## src/rtl/ttl_cache_table_top_defines.svh

```systemverilog
// Assertion macros shared by the ttl cache table RTL.
// Expects clk and rst in the scope of each use.
`ifndef TTL_CACHE_TABLE_TOP_DEFINES_SVH
`define TTL_CACHE_TABLE_TOP_DEFINES_SVH

// Clocked check, muted while reset is high
`define TTL_ASSERT(lbl, prop, msg) \
  lbl: assert property (@(posedge clk) disable iff (rst) prop) else $error(msg);

// Clocked check that also holds during reset
`define TTL_ASSERT_ALWAYS(lbl, prop, msg) \
  lbl: assert property (@(posedge clk) prop) else $error(msg);

`endif

```

## src/rtl/ttl_pkg.sv

```systemverilog
// Package for the ttl cache table: sizes, status codes and request/result types.
// No dependencies; imported by ttl_cache_table_top.
package ttl_pkg;

  // Table geometry
  localparam int ENTRIES   = 16;
  localparam int KEY_BITS  = 64;
  localparam int DATA_BITS = 64;

  localparam int IDX_W = (ENTRIES > 1) ? $clog2(ENTRIES) : 1;
  localparam int CNT_W = $clog2(ENTRIES + 1);

  // Fixed port field widths
  localparam int KEY_W    = 64;
  localparam int PAY_W    = 64;
  localparam int TIME_W   = 32;
  localparam int TTL_W    = 24;
  localparam int STATUS_W = 3;
  localparam int SLOT_W   = 4;
  localparam int OCC_W    = 5;

  localparam logic [TTL_W-1:0] TTL_DEFAULT = TTL_W'(300);

  // Operation codes
  localparam logic MODE_STORE  = 1'b0;
  localparam logic MODE_LOOKUP = 1'b1;

  // Status codes
  localparam logic [STATUS_W-1:0] ST_UPDATED  = 3'd0;
  localparam logic [STATUS_W-1:0] ST_INSERTED = 3'd1;
  localparam logic [STATUS_W-1:0] ST_HIT      = 3'd2;
  localparam logic [STATUS_W-1:0] ST_MISS     = 3'd3;
  localparam logic [STATUS_W-1:0] ST_EXPIRED  = 3'd4;

  typedef struct packed {
    logic              mode;
    logic [KEY_W-1:0]  key;
    logic [PAY_W-1:0]  payload;
    logic [TIME_W-1:0] now;
  } ttl_req_t;

  typedef struct packed {
    logic [STATUS_W-1:0] status;
    logic [PAY_W-1:0]    data_out;
    logic [SLOT_W-1:0]   slot;
    logic [OCC_W-1:0]    occupancy;
  } ttl_rsp_t;

endpackage

```

## src/rtl/ttl_cache_table_top.sv

```systemverilog
// Fully associative TTL cache table with a sequential slot scanner.
// Depends on ttl_pkg and ttl_cache_table_top_defines.svh.
//
//  channel   handshake             payload    direction
//  request   start / busy          req        in
//  result    done (strobe)         rsp        out
//  config    cfg_valid / cfg_ready cfg_data   in
//
// A request scans the slots: one slot read per cycle from the entry
// memory, a compare stage behind it, then the write-back in S_DONE;
// a key match ends the scan early.
// busy is high from the accepting edge until the result strobe cycle.
// rst is synchronous; it clears the valid bits and the count, and sets the TTL to TTL_DEFAULT.
// The result strobe lasts one cycle and cannot be held off; config waits for idle.
`include "ttl_cache_table_top_defines.svh"

module ttl_cache_table_top
  import ttl_pkg::*;
(
  input  logic             clk,
  input  logic             rst,
  input  logic             start,
  output logic             busy,
  input  ttl_req_t         req,
  output logic             done,
  output ttl_rsp_t         rsp,
  input  logic             cfg_valid,
  output logic             cfg_ready,
  input  logic [TTL_W-1:0] cfg_data
);

  localparam logic [1:0] S_IDLE = 2'd0;
  localparam logic [1:0] S_SCAN = 2'd1;
  localparam logic [1:0] S_DONE = 2'd2;

  logic [1:0] state;

  // Entry memories
  logic [KEY_BITS-1:0]  mem_key     [ENTRIES];
  logic [DATA_BITS-1:0] mem_data    [ENTRIES];
  logic [TIME_W-1:0]    mem_created [ENTRIES];
  logic [TTL_W-1:0]     mem_life    [ENTRIES];

  logic [ENTRIES-1:0] valid;
  logic [CNT_W-1:0]   count;
  logic [TTL_W-1:0]   ttl;

  ttl_req_t cur;

  // Scan pipeline
  logic [CNT_W-1:0]     rd_cnt;
  logic                 cmp_vld;
  logic [IDX_W-1:0]     cmp_idx;
  logic [KEY_BITS-1:0]  rd_key;
  logic [DATA_BITS-1:0] rd_data;
  logic [TIME_W-1:0]    rd_created;
  logic [TTL_W-1:0]     rd_life;

  logic             match_hit;
  logic [IDX_W-1:0] match_idx;
  logic             vic_done;
  logic             vic_found;
  logic [IDX_W-1:0] vic_idx;
  logic [TIME_W-1:0] oldest;

  logic hit_now;
  logic last_cmp;
  logic issue;
  logic cmp_entry_valid;

  // Write-back decision
  logic [IDX_W-1:0]    wr_idx;
  logic                set_valid;
  logic                clr_valid;
  logic [CNT_W-1:0]    count_next;
  logic [STATUS_W-1:0] status_next;
  logic [DATA_BITS-1:0] data_next;
  logic [IDX_W-1:0]    slot_idx;
  logic [TIME_W-1:0]   age;
  logic                expired;

  logic [PAY_W+DATA_BITS-1:0] data_ext;
  logic [SLOT_W+IDX_W-1:0]    slot_ext;
  logic [OCC_W+CNT_W-1:0]     occ_ext;

  assign busy      = (state != S_IDLE);
  // Hold config writes off while a request is accepted or in flight
  assign cfg_ready = (state == S_IDLE) && !start;

  // Compare stage against the slot read last cycle
  assign cmp_entry_valid = valid[cmp_idx];
  assign hit_now  = (state == S_SCAN) && cmp_vld && cmp_entry_valid &&
                    (rd_key == cur.key[KEY_BITS-1:0]);
  assign last_cmp = cmp_vld && (cmp_idx == IDX_W'(ENTRIES - 1));
  assign issue    = (state == S_SCAN) && (rd_cnt < CNT_W'(ENTRIES)) && !hit_now;

  // Age check of the matched entry; its read data stays frozen after the hit
  assign age     = cur.now - rd_created;
  assign expired = $signed({age[TIME_W-1], age}) >
                   $signed({{(TIME_W + 1 - TTL_W){1'b0}}, rd_life});

  // Decide write-back, status and new occupancy
  always_comb begin
    wr_idx      = vic_found ? vic_idx : '0;
    set_valid   = 1'b0;
    clr_valid   = 1'b0;
    count_next  = count;
    status_next = ST_MISS;
    data_next   = '0;
    slot_idx    = '0;
    if (cur.mode == MODE_STORE) begin
      if (match_hit) begin
        wr_idx      = match_idx;
        status_next = ST_UPDATED;
      end else begin
        set_valid   = 1'b1;
        status_next = ST_INSERTED;
        if (!valid[wr_idx]) begin
          count_next = count + 1'b1;
        end
      end
      slot_idx = wr_idx;
    end else if (match_hit) begin
      slot_idx = match_idx;
      if (expired) begin
        clr_valid   = 1'b1;
        status_next = ST_EXPIRED;
        if (count != '0) begin
          count_next = count - 1'b1;
        end
      end else begin
        status_next = ST_HIT;
        data_next   = rd_data;
      end
    end
  end

  assign data_ext = {{PAY_W{1'b0}}, data_next};
  assign slot_ext = {{SLOT_W{1'b0}}, slot_idx};
  assign occ_ext  = {{OCC_W{1'b0}}, count_next};

  // Sequencer, scan bookkeeping and table control
  always_ff @(posedge clk) begin
    if (rst) begin
      state     <= S_IDLE;
      valid     <= '0;
      count     <= '0;
      ttl       <= TTL_DEFAULT;
      done      <= 1'b0;
      cmp_vld   <= 1'b0;
      rd_cnt    <= '0;
      match_hit <= 1'b0;
      vic_done  <= 1'b0;
      vic_found <= 1'b0;
    end else begin
      done <= (state == S_DONE);
      if (cfg_valid && cfg_ready) begin
        ttl <= (cfg_data == '0) ? TTL_DEFAULT : cfg_data;
      end
      case (state)
        S_IDLE: begin
          if (start) begin
            state     <= S_SCAN;
            rd_cnt    <= '0;
            cmp_vld   <= 1'b0;
            match_hit <= 1'b0;
            vic_done  <= 1'b0;
            vic_found <= 1'b0;
          end
        end
        S_SCAN: begin
          cmp_vld <= issue;
          if (issue) begin
            rd_cnt <= rd_cnt + 1'b1;
          end
          // Track the victim: first free slot, else oldest strictly below now
          if (cmp_vld && !vic_done) begin
            if (!cmp_entry_valid) begin
              vic_done  <= 1'b1;
              vic_found <= 1'b1;
            end else if (rd_created < oldest) begin
              vic_found <= 1'b1;
            end
          end
          if (hit_now) begin
            match_hit <= 1'b1;
            state     <= S_DONE;
          end else if (last_cmp) begin
            state <= S_DONE;
          end
        end
        S_DONE: begin
          if (set_valid) begin
            valid[wr_idx] <= 1'b1;
          end
          if (clr_valid) begin
            valid[match_idx] <= 1'b0;
          end
          count <= count_next;
          state <= S_IDLE;
        end
        default: begin
          state <= S_IDLE;
        end
      endcase
    end
  end

  // Payload registers: request, scan indexes, victim time, result
  always_ff @(posedge clk) begin
    if ((state == S_IDLE) && start) begin
      cur    <= req;
      oldest <= req.now;
    end
    if (issue) begin
      cmp_idx <= rd_cnt[IDX_W-1:0];
    end
    if ((state == S_SCAN) && cmp_vld && !vic_done) begin
      if (!cmp_entry_valid || (rd_created < oldest)) begin
        vic_idx <= cmp_idx;
      end
      if (cmp_entry_valid && (rd_created < oldest)) begin
        oldest <= rd_created;
      end
    end
    if (hit_now) begin
      match_idx <= cmp_idx;
    end
    if (state == S_DONE) begin
      rsp.status    <= status_next;
      rsp.data_out  <= data_ext[PAY_W-1:0];
      rsp.slot      <= slot_ext[SLOT_W-1:0];
      rsp.occupancy <= occ_ext[OCC_W-1:0];
    end
  end

  // Entry memory: one read port for the scan, one write port for write-back
  always_ff @(posedge clk) begin
    if (issue) begin
      rd_key     <= mem_key[rd_cnt[IDX_W-1:0]];
      rd_data    <= mem_data[rd_cnt[IDX_W-1:0]];
      rd_created <= mem_created[rd_cnt[IDX_W-1:0]];
      rd_life    <= mem_life[rd_cnt[IDX_W-1:0]];
    end
    if ((state == S_DONE) && (cur.mode == MODE_STORE)) begin
      mem_key[wr_idx]     <= cur.key[KEY_BITS-1:0];
      mem_data[wr_idx]    <= cur.payload[DATA_BITS-1:0];
      mem_created[wr_idx] <= cur.now;
      mem_life[wr_idx]    <= ttl;
    end
  end

  // Checks
  `TTL_ASSERT(a_count_matches_valid, $countones(valid) == count, "occupancy count drifted from valid bits")
  `TTL_ASSERT(a_done_after_writeback, done |-> $past(state == S_DONE), "result strobe without write-back")
  `TTL_ASSERT(a_busy_after_accept, (start && !busy) |=> busy, "request accepted but block not busy")
  `TTL_ASSERT_ALWAYS(a_count_bounded, rst || (count <= CNT_W'(ENTRIES)), "occupancy above table size")

endmodule

```

## config.mk

```make
export PLATFORM = sky130hd
export DESIGN_NAME = ttl_cache_table_top
export DESIGN_NICKNAME = d
export VERILOG_FILES = /design/src/rtl/ttl_pkg.sv /design/src/rtl/ttl_cache_table_top.sv
export VERILOG_INCLUDE_DIRS = /design/src /design/src/rtl
export SDC_FILE = /design/constraint.sdc
export NUM_CORES = 2
export LEC_CHECK = 0
export BUFFER_PORTS_ARGS = -buffer_cell sky130_fd_sc_hd__clkbuf_2
export CORE_UTILIZATION = 48
export CTS_CLUSTER_DIAMETER = 60
export CTS_CLUSTER_SIZE = 24
export DETAILED_ROUTE_END_ITERATION = 8
export GPL_TIMING_DRIVEN = 0
export SLEW_MARGIN = 5
export SYNTH_ARGS = -nofsm -noshare
export SYNTH_HDL_FRONTEND = slang
export SYNTH_SLANG_ARGS = --single-unit
```

## constraint.sdc

```tcl
create_clock -name clk -period 11.5 [get_ports clk]
set_input_delay 1.725 -clock clk [delete_from_list [all_inputs] [get_ports clk]]
set_output_delay 1.725 -clock clk [all_outputs]
set_load 0.005 [all_outputs]
```

==> flow_summary.yaml <==
clock_tree:
  post_cts_resized: 0
  clkLatencyLatePin_ns: 0.90
  ctsLongestPathBuffers: 4
  cts_htree_levels: 4
  root_buffer: "clkbuf_16"
  cts_buffers: 209
  cts.sinks: 3466
  cts_hold_buf: 0
  tritoncts: "built"
  path_clk_slew_ns: 0.10
  postCtsSetupBuffers: 0
global_route:
  grt_pass1_wl_mm: 468
  grt_usage_pct: 23.9
  grt.overflow.total: 0
  grt_pass1_vias: 62430
  grt_max_degree: 50
  antenna_found_initial: 29
sta:
  slew-limit-headroom_pct: 15.0
  hold_violations: 0
  worst_slew_pin_slew_ns: 1.27
  slew_viol_final: 0
  fin_crit_sh_pct: 57.5
  min_period_ns: 6.62
  fin_setup_tns_ns: 0
  fmax_ghz: 0.151
  grt_setup_unrepaired: "false"
  setup_viol: 0
  finClkSkew_ns: 0.0456
critical_path:
  cp.required_ns: 12.17
  worst-r2r-setup-slack_ns: 4.88
  critPathArrivalTime_ns: 7.29
  crit_fanout: 17
  r2r_start: "cur[0]"
  end_kind: "flip-flop"
  cp-start-kind: "flip-flop"
  regToRegEndpoint: "rsp[72]"
  ff2ff_path_depth: 21
  path_class: "flip-flop to flip-flop"
logic_synthesis:
  synth.area.top_cells: "edfxtp_1 (77%), mux4_2 (16%), dfxtp_1 (1.4%)"
  synth_edf_count: 3377
  seq_area_frac_synth_pct: 78.2
  synth-seq-cells: 3466
  synth_warnings: 0
  synth_most_common_cell: "edfxtp_1"
  syn_area_sq_um: 132000
  yosysTopAreaCell: "edfxtp_1"
  ys_top_cells_by_count: "edfxtp_1 (3377), mux4_2 (928), clkbuf_1 (172)"
  syn_inst: 5717
  synthFlopType: "edfxtp_1"
  synth_fp_nets: 5996
  synth.distinct_cells: 77
  synth-async-reset-ratio_pct: 0
  synth_top_area_share_pct: 76.9
  avgSynthCellArea_sq_um: 23.1
cells_and_area:
  register_area_sq_um: 103000
  utilization_pct: 54.6
  final_cells: 10136
  multi_input_area_sq_um: 27400
  drive_above_1_share_pct: 27.6
  nFillCells: 20452
  fin_nets: 6677
  area_growth_pct: 13.1
detailed_routing:
  wl_mm: 331
  postRouteAntennaNets: 0
  drt_first_pass_iters: 6
  vias: 62757
  routedWlPerCell_microns: 32.6
  via_per_inst: 6.19
  drtIter0Drc: 7879
  drc_errors: 0
worst_hold_path:
  worstHoldPathType: "flip-flop to flip-flop"
  whs_path_depth: 0
  min_to: "cmp_idx[3]"
  hp-start: "rd_cnt[3]"
floorplanning:
  die_y_microns: 526
  die-area_sq_um: 277000
  die_x_microns: 526
  coreArea_sq_um: 273000
  ios: 268
  fp-row-count: 192
  initial_core_util_pct: 48.3
placement:
  io_buffers: 267
  gp_congestion: 0.873
  dpl.cell_count: 9775
  post-dp-hpwl_mm: 213
power_and_ir_drop:
  power_density_nw_per_um2: 160
  p_leak_nw: 45.6
  ir_drop_mv: 0.114
outcome:
  status: "completed"
run:
  maxCapViolations: 0
critical path, stage by stage, from the launching register on:
cell and delay (ns):
edfxtp_1 0.68, inv_1 0.14, ha_1 0.20, inv_1 0.06, fa_1 0.43, a211oi_1 0.32
o21ai_1 0.15, and3_1 0.26, or3_1 0.43, a31oi_1 0.33, o221ai_1 0.18, xor2_1 0.23
ha_1 0.28, a21oi_1 0.14, o221ai_1 0.19, nor4b_1 0.34, nor2_1 0.10, a211oi_1 0.34
nand4b_2 0.29, a21oi_4 0.65, buf_6 0.28, and2_1 0.33
how the worst max path moves through the flow:
stage | from | endpoint | slack (ns) | depth (start not counted)
2_1_floorplan | cmp_idx[0] | rd_cnt[3] | 1.13 | 9
3_3_place_gp | cur[160] | mem_data[10][31] | -10.97 | 5
3_5_place_dp | cur[0] | rsp[38] | 5.01 | 22
4_1_cts | cur[0] | rsp[72] | 4.96 | 21
5_1_grt | cur[0] | rsp[38] | 4.44 | 22
6_report | cur[0] | rsp[72] | 4.88 | 21
state kept, by name, summed over array words and instances, names as in the netlist, 32 cells and up:
signal	cells
mem_created	512
rd_data	64
rsp	76
rd_key	64
mem_data	1024
cur	161
rd_created	32
oldest	32
mem_key	1024
mem_life	384
logic make-up (layout without fill, tap and decap cells):
| family | after synthesis | after routing | synth area share [%] |
|---|---|---|---|
| xor gates and xnor gates | 89 | 89 | 0.591 |
| and+or+nand+nor | 442 | 442 | 1.68 |
| adders and majority gates | 90 | 90 | 0.859 |
| other | 0 | 5 | 0 |
| buffers and inverters | 372 | 1197 | 1.11 |
| AOI/OAI and AO/OA | 294 | 294 | 1.43 |
| DFF | 3466 | 3466 | 78.2 |
| muxes | 964 | 964 | 16.1 |
placed cells by master (no fill, tap or decap), types with 9 or more instances in the layout:
cell,n
nand3_1,24
mux4_2,928
a31oi_1,17
clkinv_1,9
edfxtp_1,3377
ha_1,89
clkinvlp_4,17
clkbuf_2,284
buf_16,47
inv_8,17
xnor2_1,51
clkinv_8,10
clkbuf_16,212
buf_2,14
buf_1,69
clkinv_4,19
nor4_1,18
buf_12,147
nand2_1,111
o21a_1,9
and3_1,12
nor3_1,30
inv_1,108
inv_6,27
nor2_4,16
clkbuf_1,165
a21oi_1,106
mux2i_1,33
o21ai_0,48
nand4_1,27
xor2_1,38
a211oi_1,9
nor2_1,83
bufinv_16,13
and2_1,68
dfxtp_1,89
or3_1,11
a21o_1,20
metrics by stage:
step | setup WS [ns] | total power, mW | cell area (sq um) | hold WS (ns)
finish | 4.88 | 23.8 | 149000 | 0.437
global route | 4.44 | 24.5 | 149000 | 0.461
CTS | 4.96 | 24.0 | 149000 | 0.418
detailed placement | 5.01 | 15.9 | 142000 | 0.419
global placement | -10.97 | 15.9 | 138000 | 0.420
floorplan | 1.13 | 15.4 | 132000 | 0.406
layout make-up:
class / count / area share, %
flip-flops and latches: 3466 / 69.2
clock buffers: 223 / 3.58
multi-input cells: 1879 / 18.4
well taps: 3589 / 3.01
inverters: 109 / 0.274
clock inverters: 132 / 1.04
plain buffers: 263 / 0.725
diodes: 5 / 0.00839
repair buffers: 470 / 3.82
power breakdown:
group          switching, mW  internal (mW)  total (mW)
Sequential             0.247           14.1        14.3
Combinational          0.742          0.588        1.33
Clock                   4.38           3.82        8.20
Total                   5.37           18.5        23.8
metal layers:
metal	share of wire (%)	global-route usage [%]
met1	43	36.1
met2	47	37.4
met3	7.6	3.48
met4	2.0	4.86
met5	0.0021	0
No activity file was read; power rests on OpenSTA's default activity.
